## src/rtl/core/gee_pkg.sv

```systemverilog
// ----------------------------------------------------------------------------
// gee_pkg
// shared constants and types of the gf(2) extended euclid core
// ----------------------------------------------------------------------------
package gee_pkg;

  // polynomial word width inside the core (2..64)
  localparam int POLY_WIDTH = 64;
  // bits of a degree index
  localparam int DEG_W = (POLY_WIDTH > 2) ? $clog2(POLY_WIDTH) : 1;
  // width of each field on the ports
  localparam int FIELD_W = 64;

  typedef logic [POLY_WIDTH-1:0] poly_t;
  typedef logic [DEG_W-1:0]      deg_t;

  // working set of the remainder sequence
  typedef struct packed {
    poly_t r;
    poly_t rr;
    poly_t u;
    poly_t uu;
    poly_t v;
    poly_t vv;
  } gee_regs_t;

  // reduced values after one shift-and-xor step
  typedef struct packed {
    poly_t r;
    poly_t u;
    poly_t v;
  } gee_red_t;

endpackage

```

## src/rtl/core/gf2_extended_euclid_core.sv

```systemverilog
// ----------------------------------------------------------------------------
// gf2_extended_euclid_core
// extended euclid over gf(2) polynomials: gcd and bezout multipliers
// ----------------------------------------------------------------------------
//
// channel   dir  tdata fields (lowest bit up)             bits
// s_axis    in   poly_a[63:0], poly_b[127:64]              128
// m_axis    out  gcd_poly[63:0], coef_u[127:64],           192
//                coef_v[191:128]
//
// steps: after the accept, each cycle the sequencer either lowers one degree
//   counter by one, applies one quotient term through the shared shifter,
//   or swaps roles, until rr is zero
// reset: rst is synchronous, active high, clears the sequencer and m_tvalid
// stalls: s_tready is high only while no request is in work; a finished
//   result sits in the output register, and the next request is taken
//   while it waits; a result that cannot leave holds the sequencer
//
module gf2_extended_euclid_core (
  input  logic         clk,
  input  logic         rst,
  // poly_a [63:0], poly_b [127:64]
  input  logic [127:0] s_tdata,
  input  logic         s_tvalid,
  output logic         s_tready,
  // gcd_poly [63:0], coef_u [127:64], coef_v [191:128]
  output logic [191:0] m_tdata,
  output logic         m_tvalid,
  input  logic         m_tready
);

  localparam int W  = gee_pkg::POLY_WIDTH;
  localparam int FW = gee_pkg::FIELD_W;

  // sequencer states
  localparam logic ST_IDLE = 1'b0;
  localparam logic ST_RUN  = 1'b1;

  // step kinds, picked each cycle while running
  localparam logic [2:0] STEP_DONE    = 3'd0;
  localparam logic [2:0] STEP_NORM_RR = 3'd1;
  localparam logic [2:0] STEP_NORM_R  = 3'd2;
  localparam logic [2:0] STEP_SWAP    = 3'd3;
  localparam logic [2:0] STEP_REDUCE  = 3'd4;

  logic                 state, state_next;
  gee_pkg::gee_regs_t   regs, regs_next;
  gee_pkg::deg_t        deg_r, deg_r_next;
  gee_pkg::deg_t        deg_rr, deg_rr_next;
  logic [2:0]           step;
  gee_pkg::gee_red_t    red;
  gee_pkg::deg_t        shamt;
  logic                 r_top, rr_top, rr_zero;
  logic                 out_load;
  logic                 s_fire;

  function automatic gee_pkg::poly_t poly_t_one();
    gee_pkg::poly_t one;
    one    = '0;
    one[0] = 1'b1;
    return one;
  endfunction

  assign s_tready = (state == ST_IDLE);
  assign s_fire   = s_tvalid && s_tready;

  // degree counters are upper bounds; the bit under each is checked
  assign r_top   = regs.r[deg_r];
  assign rr_top  = regs.rr[deg_rr];
  assign rr_zero = (regs.rr == '0);
  assign shamt   = deg_r - deg_rr;

  gee_shift_unit u_shift (
    .cur   (regs),
    .shamt (shamt),
    .red   (red)
  );

  // step choice: divisor gone ends the run, then tighten degrees,
  // then either reduce r by a shifted rr or hand the remainder over
  always_comb begin
    priority if (rr_zero) begin
      step = STEP_DONE;
    end else if (!rr_top) begin
      step = STEP_NORM_RR;
    end else if (!r_top && (deg_r != '0)) begin
      step = STEP_NORM_R;
    end else if (!r_top) begin
      // r has become zero
      step = STEP_SWAP;
    end else if (deg_r >= deg_rr) begin
      step = STEP_REDUCE;
    end else begin
      step = STEP_SWAP;
    end
  end

  assign out_load = (state == ST_RUN) && (step == STEP_DONE) && (!m_tvalid || m_tready);

  always_comb begin
    regs_next   = regs;
    deg_r_next  = deg_r;
    deg_rr_next = deg_rr;
    state_next  = state;
    if (state == ST_IDLE) begin
      if (s_fire) begin
        regs_next.r  = s_tdata[W-1:0];
        regs_next.rr = s_tdata[FW +: W];
        regs_next.u  = poly_t_one();
        regs_next.uu = '0;
        regs_next.v  = '0;
        regs_next.vv = poly_t_one();
        deg_r_next   = gee_pkg::deg_t'(W - 1);
        deg_rr_next  = gee_pkg::deg_t'(W - 1);
        state_next   = ST_RUN;
      end
    end else begin
      unique case (step)
        STEP_DONE: begin
          if (out_load) begin
            state_next = ST_IDLE;
          end
        end
        STEP_NORM_RR: begin
          deg_rr_next = deg_rr - 1'b1;
        end
        STEP_NORM_R: begin
          deg_r_next = deg_r - 1'b1;
        end
        STEP_SWAP: begin
          regs_next.r  = regs.rr;
          regs_next.rr = regs.r;
          regs_next.u  = regs.uu;
          regs_next.uu = regs.u;
          regs_next.v  = regs.vv;
          regs_next.vv = regs.v;
          deg_r_next   = deg_rr;
          deg_rr_next  = deg_r;
        end
        STEP_REDUCE: begin
          regs_next.r = red.r;
          regs_next.u = red.u;
          regs_next.v = red.v;
        end
        default: begin
          state_next = ST_IDLE;
        end
      endcase
    end
  end

  // control state
  always_ff @(posedge clk) begin
    if (rst) begin
      state    <= ST_IDLE;
      m_tvalid <= 1'b0;
    end else begin
      state <= state_next;
      if (out_load) begin
        m_tvalid <= 1'b1;
      end else if (m_tready) begin
        m_tvalid <= 1'b0;
      end
    end
  end

  // working set and result register, no reset needed
  always_ff @(posedge clk) begin
    regs   <= regs_next;
    deg_r  <= deg_r_next;
    deg_rr <= deg_rr_next;
    if (out_load) begin
      m_tdata[0 +: FW]      <= FW'(regs.r);
      m_tdata[FW +: FW]     <= FW'(regs.u);
      m_tdata[2*FW +: FW]   <= FW'(regs.v);
    end
  end

  // a taken request always starts a run
  a_start_run: assert property (@(posedge clk) disable iff (rst)
    s_fire |=> (state == ST_RUN))
    else $error("request taken but sequencer not running");

  // no bit of rr above its degree counter while running
  a_rr_bound: assert property (@(posedge clk) disable iff (rst)
    (state == ST_RUN) |-> (((regs.rr >> deg_rr) >> 1) == '0))
    else $error("rr has bits above its degree counter");

  // no bit of r above its degree counter while running
  a_r_bound: assert property (@(posedge clk) disable iff (rst)
    (state == ST_RUN) |-> (((regs.r >> deg_r) >> 1) == '0))
    else $error("r has bits above its degree counter");

  // a result is written only when the output register is free
  a_no_overwrite: assert property (@(posedge clk) disable iff (rst)
    out_load |-> (!m_tvalid || m_tready))
    else $error("result overwrote a waiting result");

endmodule

```

## src/rtl/core/gee_shift_unit.sv

```systemverilog
// ----------------------------------------------------------------------------
// gee_shift_unit
// shared shift-and-xor unit: one long-division term applied to r, u and v
// ----------------------------------------------------------------------------
module gee_shift_unit (
  input  gee_pkg::gee_regs_t cur,
  input  gee_pkg::deg_t      shamt,
  output gee_pkg::gee_red_t  red
);

  // one quotient term X^shamt: subtract shifted divisor, fold the term
  // into the bezout multipliers; bits past the word drop out
  always_comb begin
    red.r = cur.r ^ (cur.rr << shamt);
    red.u = cur.u ^ (cur.uu << shamt);
    red.v = cur.v ^ (cur.vv << shamt);
  end

endmodule

```

## config.mk

```make
export PLATFORM = sky130hd
export DESIGN_NAME = gf2_extended_euclid_core
export DESIGN_NICKNAME = d
export VERILOG_FILES = /design/src/rtl/core/gee_pkg.sv /design/src/rtl/core/gf2_extended_euclid_core.sv /design/src/rtl/core/gee_shift_unit.sv
export SDC_FILE = /design/constraint.sdc
export NUM_CORES = 1
export LEC_CHECK = 0
export BUFFER_PORTS_ARGS = -buffer_cell sky130_fd_sc_hd__buf_4
export CAP_MARGIN = 5
export CORE_MARGIN = 3
export CORE_UTILIZATION = 55
export DETAILED_ROUTE_END_ITERATION = 16
export PLACE_DENSITY = 0.77
export SLEW_MARGIN = 10
export SYNTH_ARGS = -nofsm -noshare
export SYNTH_HDL_FRONTEND = slang
export SYNTH_HIERARCHICAL = 1
export SYNTH_SLANG_ARGS = --single-unit
```

## constraint.sdc

```tcl
create_clock -name clk -period 14.6 [get_ports clk]
set_clock_uncertainty 0.15 [all_clocks]
set_input_delay 2.92 -clock clk [delete_from_list [all_inputs] [get_ports clk]]
set_output_delay 2.92 -clock clk [all_outputs]
set_load 0.05 [all_outputs]
```

# == After elaboration in Yosys (flattened, before gate mapping) ==
# Index checks and enable logic that the tools add are counted.
# totals
ff_bits,590
inputBits,132
out_inout_bits,194
elab_cells,77
# op_classes
addsub,3
order_cmp,3
eq_ne,8
shift,3
n_mux,28
n_bitwise,4
reduce_logical,17
# ops
operator,count
384-bit 2-to-1 mux,2
64-bit case mux with 2 select lines,3
64-bit 2-to-1 mux,3
64-bit by 6-bit left shift with 64-bit output,3
64-bit XOR,3
64-bit zero test,1
6-bit case mux with 2 select lines,2
6-bit 2-to-1 mux,3
3-bit 2-to-1 mux,5
"6-bit by 7-bit < comparator with 1-bit output, second input constant",2
1-bit binary-select mux with 6-bit select,2
"6-bit by 1-bit subtractor with 6-bit output, second input constant",2
"3-bit by 1-bit != test with 1-bit output, second input constant",3
2-bit AND reduction,4
1-bit 2-to-1 mux,7
"3-bit by 2-bit == test with 1-bit output, second input constant",2
6-bit >= comparator,1
6-bit nonzero test,1
6-bit subtractor,1
1-bit logical AND,4
2-bit nonzero test,2
4-bit OR reduction,1
"3-bit by 1-bit == test with 1-bit output, second input constant",1
"3-bit == test, second input constant",1
6 further kinds,7

# == Longest topological paths before layout ==
# depth
word_depth,13
depth_mapped,20
mapped_depth_nobuf,16

# == Cells and area by module ==
# Netlist, hierarchy kept.
# modules_own_cells
module,n_inst,cells_per_inst,area_each_um2,seq_area_each_um2
gf2_extended_euclid_core,1,1530,24608.6,17697.0
gee_shift_unit,1,1651,14381.3,0.0

# == Worst setup path after synthesis ==
# Ideal clock, no wire load.
# synth_path
kind,reg2reg
from,reg deg_r[0]
to,"reg regs[100] (netlist name), enable pin"
setup_ns,0.859
arrival_ns,12.808
t_required_ns,13.591
slack_ns,0.782
path_stages_with_launch,14
synth_period_minus_slack_ns,13.818
cell_sequence,edfxtp_1 buf_2 inv_1 ha_1 fa_1 inv_1 a21oi_1 o21ai_0 o21ai_0 a311o_1 buf_4 buf_6 buf_6 a31oi_1
# synth_between
elab_chain_cells,10
elab_cells_between_ends,15
# synth_lines
element,line_no,source
start: declaration,gf2_extended_euclid_core.sv:48,"gee_pkg::deg_t deg_r, deg_r_next;"
start signal: assignment,gf2_extended_euclid_core.sv:170,deg_r <= deg_r_next;
1-bit binary-select mux with 6-bit select,gf2_extended_euclid_core.sv:68,assign r_top = regs.r[deg_r];
1-bit 2-to-1 mux (implied by the code),gf2_extended_euclid_core.sv:68,
1-bit zero test,-,
1-bit logical AND,gf2_extended_euclid_core.sv:86,end else if (!r_top && (deg_r != '0)) begin
3-bit 2-to-1 mux (*),gf2_extended_euclid_core.sv:86,
3-bit 2-to-1 mux (*),gf2_extended_euclid_core.sv:84,end else if (!rr_top) begin
3-bit 2-to-1 mux (*),gf2_extended_euclid_core.sv:82,priority if (rr_zero) begin
3-bit == test / 3-bit by 2-bit == test with 1-bit output (equally long branches),gf2_extended_euclid_core.sv:118,unique case (step)
3-bit by 1-bit != test with 1-bit output (no source line) (*),-,
2-bit AND reduction (no source line) (*),-,
end signal: assignment,gf2_extended_euclid_core.sv:169,regs <= regs_next;
end: declaration,gf2_extended_euclid_core.sv:47,"gee_pkg::gee_regs_t regs, regs_next;"
# Every way passes the cells marked *; elsewhere a longest branch is shown, timed or not. The select of a mux whose other input is x is not followed.
# A chain may end at the register's enable or synchronous reset.

==> metrics.yaml <==
outcome:
  status: "finished clean"
yosys:
  synth_top_area_cell: "sky130_fd_sc_hd__edfxtp_1"
  yosys.cell_types.count: 82
  netlist_instances: 3181
  synth.avg_cell_area_sq_um: 12.3
  yosys.cell_count.top_type: "sky130_fd_sc_hd__edfxtp_1"
  postSynth.asyncResetShare_pct: 0
  dominantRegCellSynth: "sky130_fd_sc_hd__edfxtp_1"
  ys_warn_count: 6
  postSynthNetCount: 3322
  synth_top_cells_by_area: "sky130_fd_sc_hd__edfxtp_1 (45%), sky130_fd_sc_hd__mux4_2 (13%), sky130_fd_sc_hd__mux2i_1 (9.3%), sky130_fd_sc_hd__mux2_2 (4.4%), sky130_fd_sc_hd__nor2_1 (3.3%)"
  yosys_register_bits: 590
  synth_top_cells_by_count: "sky130_fd_sc_hd__edfxtp_1 (588), sky130_fd_sc_hd__mux2i_1 (362), sky130_fd_sc_hd__nor2_1 (341)"
  top_cell_type_s_share_of_synthesized_area_pct: 45.3
  synth_edf_count: 588
  synth.yosys.seq_area_share_pct: 45.4
  netlist_area_sq_um: 39000
clocking:
  clk_pin_slew_ps: 60
  cts_setup_buffers: 0
  tritoncts.num_buffers: 61
  htreeDepth: 2
  cts_tree: "built"
  ctsResizeCount: 0
  clock-root-buffer: "sky130_fd_sc_hd__clkbuf_16"
  insertion_delay_of_the_later_clocked_pin_in_the_worst_skew_pair_ps: 640
  holdBufCountCts: 0
  clock_sink_count: 590
  clock_path_buffers: 3
power:
  clock_network_fraction_of_design_power_pct: 19.9
  switching_share_pct: 43.9
  cellPowerDensity_nw_per_um2: 173
  intPower_uw: 4240
  power.switching_uw: 3320
  maximum_vdd_ir_drop_v: 0.000112
  pwr-share-comb_pct: 48.9
  leakagePower_uw: 0.0168
  seq_power_share_pct: 31.2
layout:
  fill_cells: 5341
  layout-area-overhead-vs-synth_pct: 12.1
  final_nets: 3515
  fraction_of_layout_instances_using_a_drive_strength_above_1_pct: 26.9
  post_layout_nonfiller_instances: 4359
  seqCellArea_sq_um: 17700
  multi_input_comb_area_sq_um: 19900
floorplanning:
  boundaryPins: 326
  floorplan.core_area_sq_um: 69400
  die_h_um: 272
  floorplan.die_area_sq_um: 74100
  initial_core_util_pct: 56.2
  width_of_the_die_um: 272
  fp-row-count: 96
sta:
  grt_setup_unrepaired: "false"
  worst_hold_slack_ps: 348
  fmax_ghz: 0.141
  finalWorstPathRequiredPeriod_ps: 7110
  worst_slack_ps: 7490
  max-slew-margin-rel_pct: 7.08
  maxSlewViolCount: 0
  finalSetupViolCount: 0
  tcrit_tclk_final_pct: 48.7
  timing_worst_slew_pin_value_ps: 1390
  totalNegativeSetupSlack_ps: 0
  finalHoldViolCount: 0
worst_hold_path:
  hold-path-endpoint: "m_tdata[153]"
  hold_depth: 0
  worstHoldPathType: "flop to flop"
  hold_crit_start: "regs[89]"
route:
  drcViolationCount: 0
  drtIter0Drc: 5046
  detail_route.vias_per_cell: 7.19
  detail-route-antenna-nets: 0
  wirelength_um: 153000
  via_count: 31348
  wl_per_cell_um: 35.0
  drt_pre_antenna_iters: 7
placed_design:
  place.detailed.instances: 4242
  pre_cts_slack_ps: 7860
  post-dp-hpwl_um: 108000
  gpl.final_weighted_congestion: 1.05
  io_buffers: 325
worst_setup_path:
  reg2reg_to: "regs[235]"
  endpoint_type_of_the_worst_setup_path: "flop"
  critPathKind: "flop to flop"
  max_fanout_on_critical_path: 46
  cp-start-kind: "flop"
  critPathArrivalTime_ps: 7300
  worst-r2r-setup-slack_ps: 7490
  crit_required_ps: 14790
  crit-reg2reg-launch: "deg_r[0]"
  r2r_cells: 16
job:
  cap_viol_max_count: 0
global_route:
  grt_antenna_before_repair: 6
  grt_max_degree: 140
  global_route_wire_length_before_repair_um: 219000
  track_usage_pct: 40.4
  vias_in_the_first_global_route: 29873
  grt.overflow.total: 0
[metal layers]
layer	up-vias	global-route usage, %	part of all wire (%)
met5	-	0	0.024
met4	6	10.0	3.1
met3	356	16.6	16
met2	2500	54.0	40
met1	15835	60.6	41
li1	12651	-	-
[state kept, by name, summed over array words and instances, names as in the netlist]
name / count
deg_r: 6
deg_rr: 6
m_tdata: 192
m_tvalid: 1
regs: 384
state: 1
[how the worst max path moves through the flow]
| stage | start | end | slack, ps | cells past startpoint |
|---|---|---|---|---|
| CTS | deg_r[0] | regs[227] | 7880 | 16 |
| global placement | deg_r[0] | regs[371] | 8060 | 17 |
| finish | deg_r[0] | regs[235] | 7490 | 16 |
| floorplan | deg_r[0] | regs[100] | 780 | 13 |
| detailed placement | deg_r[0] | regs[371] | 7860 | 17 |
| global route | deg_r[0] | regs[124] | 7420 | 15 |
[worst max-delay path: stages (launching register included)]
cell                       delay (ps)
sky130_fd_sc_hd__edfxtp_1         790
sky130_fd_sc_hd__inv_1            200
sky130_fd_sc_hd__ha_1             280
sky130_fd_sc_hd__fa_1             440
sky130_fd_sc_hd__inv_1            120
sky130_fd_sc_hd__a21o_1           130
sky130_fd_sc_hd__a21oi_1          100
sky130_fd_sc_hd__xnor2_2          130
sky130_fd_sc_hd__buf_4            580
sky130_fd_sc_hd__buf_4            660
sky130_fd_sc_hd__nor2b_2         1010
sky130_fd_sc_hd__nand2_1          900
sky130_fd_sc_hd__o221ai_1         700
sky130_fd_sc_hd__a21oi_1          210
sky130_fd_sc_hd__xnor2_1          180
sky130_fd_sc_hd__mux2i_1          130
sky130_fd_sc_hd__nor2_1            60
[stage by stage]
| step | cell area (sq um) | total power [uW] | utilization, % |
|---|---|---|---|
| after floorplan | 39000 | 4670 | - |
| after global placement | 41800 | 5840 | 60.2 |
| after detailed placement | 41800 | 5870 | 60.2 |
| after CTS | 43700 | 7380 | 63.0 |
| after global routing | 43700 | 7750 | 63.0 |
| final | 43700 | 7570 | 63.0 |
[kinds of logic (layout without fill, tap and decap cells)]
family / after synthesis / after routing / synth area share [%]
buf+inv: 278 / 523 / 3.88
flops: 590 / 590 / 45.4
simple gates: 832 / 832 / 9.69
compound gates: 523 / 523 / 9.15
xor+xnor: 203 / 203 / 4.56
other cells: 0 / 2 / 0
fa+ha+maj: 9 / 9 / 0.308
mux: 746 / 746 / 27.0
[final cells by class]
type,instances,area share (%)
Antenna cell,2,0.0114
Clock buffer,74,3.70
Clock inverter,41,0.630
Inverter,18,0.197
Multi-Input combinational cell,2313,45.6
Sequential cell,590,40.5
Tap cell,931,2.66
Timing Repair Buffer,390,6.75
[power by group through the flow]
| stage | sequential [uW] | clock (uW) | combinational, uW |
|---|---|---|---|
| after floorplan | 2280 | 0 | 2390 |
| after global placement | 2370 | 0 | 3470 |
| after detailed placement | 2380 | 0 | 3490 |
| after CTS | 2350 | 1520 | 3510 |
| after global routing | 2380 | 1580 | 3790 |
| final | 2360 | 1510 | 3700 |
[layout by cell type, fill, tap and decap left out, types with 8 or more instances in the layout]
cell type,synthesis,final
sky130_fd_sc_hd__clkbuf_16,0,63
sky130_fd_sc_hd__nor2_1,341,331
sky130_fd_sc_hd__nor4_1,18,18
sky130_fd_sc_hd__a32oi_1,9,9
sky130_fd_sc_hd__mux2_2,151,150
sky130_fd_sc_hd__nand2b_1,13,13
sky130_fd_sc_hd__o211ai_1,31,31
sky130_fd_sc_hd__a22oi_1,46,46
sky130_fd_sc_hd__o22ai_1,66,66
sky130_fd_sc_hd__edfxtp_1,588,588
sky130_fd_sc_hd__mux4_2,229,229
sky130_fd_sc_hd__o21ai_1,10,10
sky130_fd_sc_hd__a31oi_1,18,17
sky130_fd_sc_hd__o21ai_0,65,65
sky130_fd_sc_hd__nor3_1,23,21
sky130_fd_sc_hd__and2_1,136,136
sky130_fd_sc_hd__ha_1,8,8
sky130_fd_sc_hd__xor2_1,99,98
sky130_fd_sc_hd__o221ai_1,21,21
sky130_fd_sc_hd__clkbuf_1,128,11
sky130_fd_sc_hd__clkinv_2,0,14
sky130_fd_sc_hd__nor2b_1,13,11
sky130_fd_sc_hd__nand2_1,218,217
sky130_fd_sc_hd__a21oi_1,133,133
sky130_fd_sc_hd__a211oi_1,27,27
sky130_fd_sc_hd__xnor2_1,104,101
sky130_fd_sc_hd__clkinvlp_4,0,8
sky130_fd_sc_hd__buf_4,8,388
sky130_fd_sc_hd__inv_1,14,11
sky130_fd_sc_hd__and3_1,9,8
sky130_fd_sc_hd__nand3_1,37,37
sky130_fd_sc_hd__a221oi_1,19,19
sky130_fd_sc_hd__mux2i_1,362,362
sky130_fd_sc_hd__clkinv_1,0,15
sky130_fd_sc_hd__a221oi_2,8,8
No activity file was read; power rests on OpenSTA's default activity.
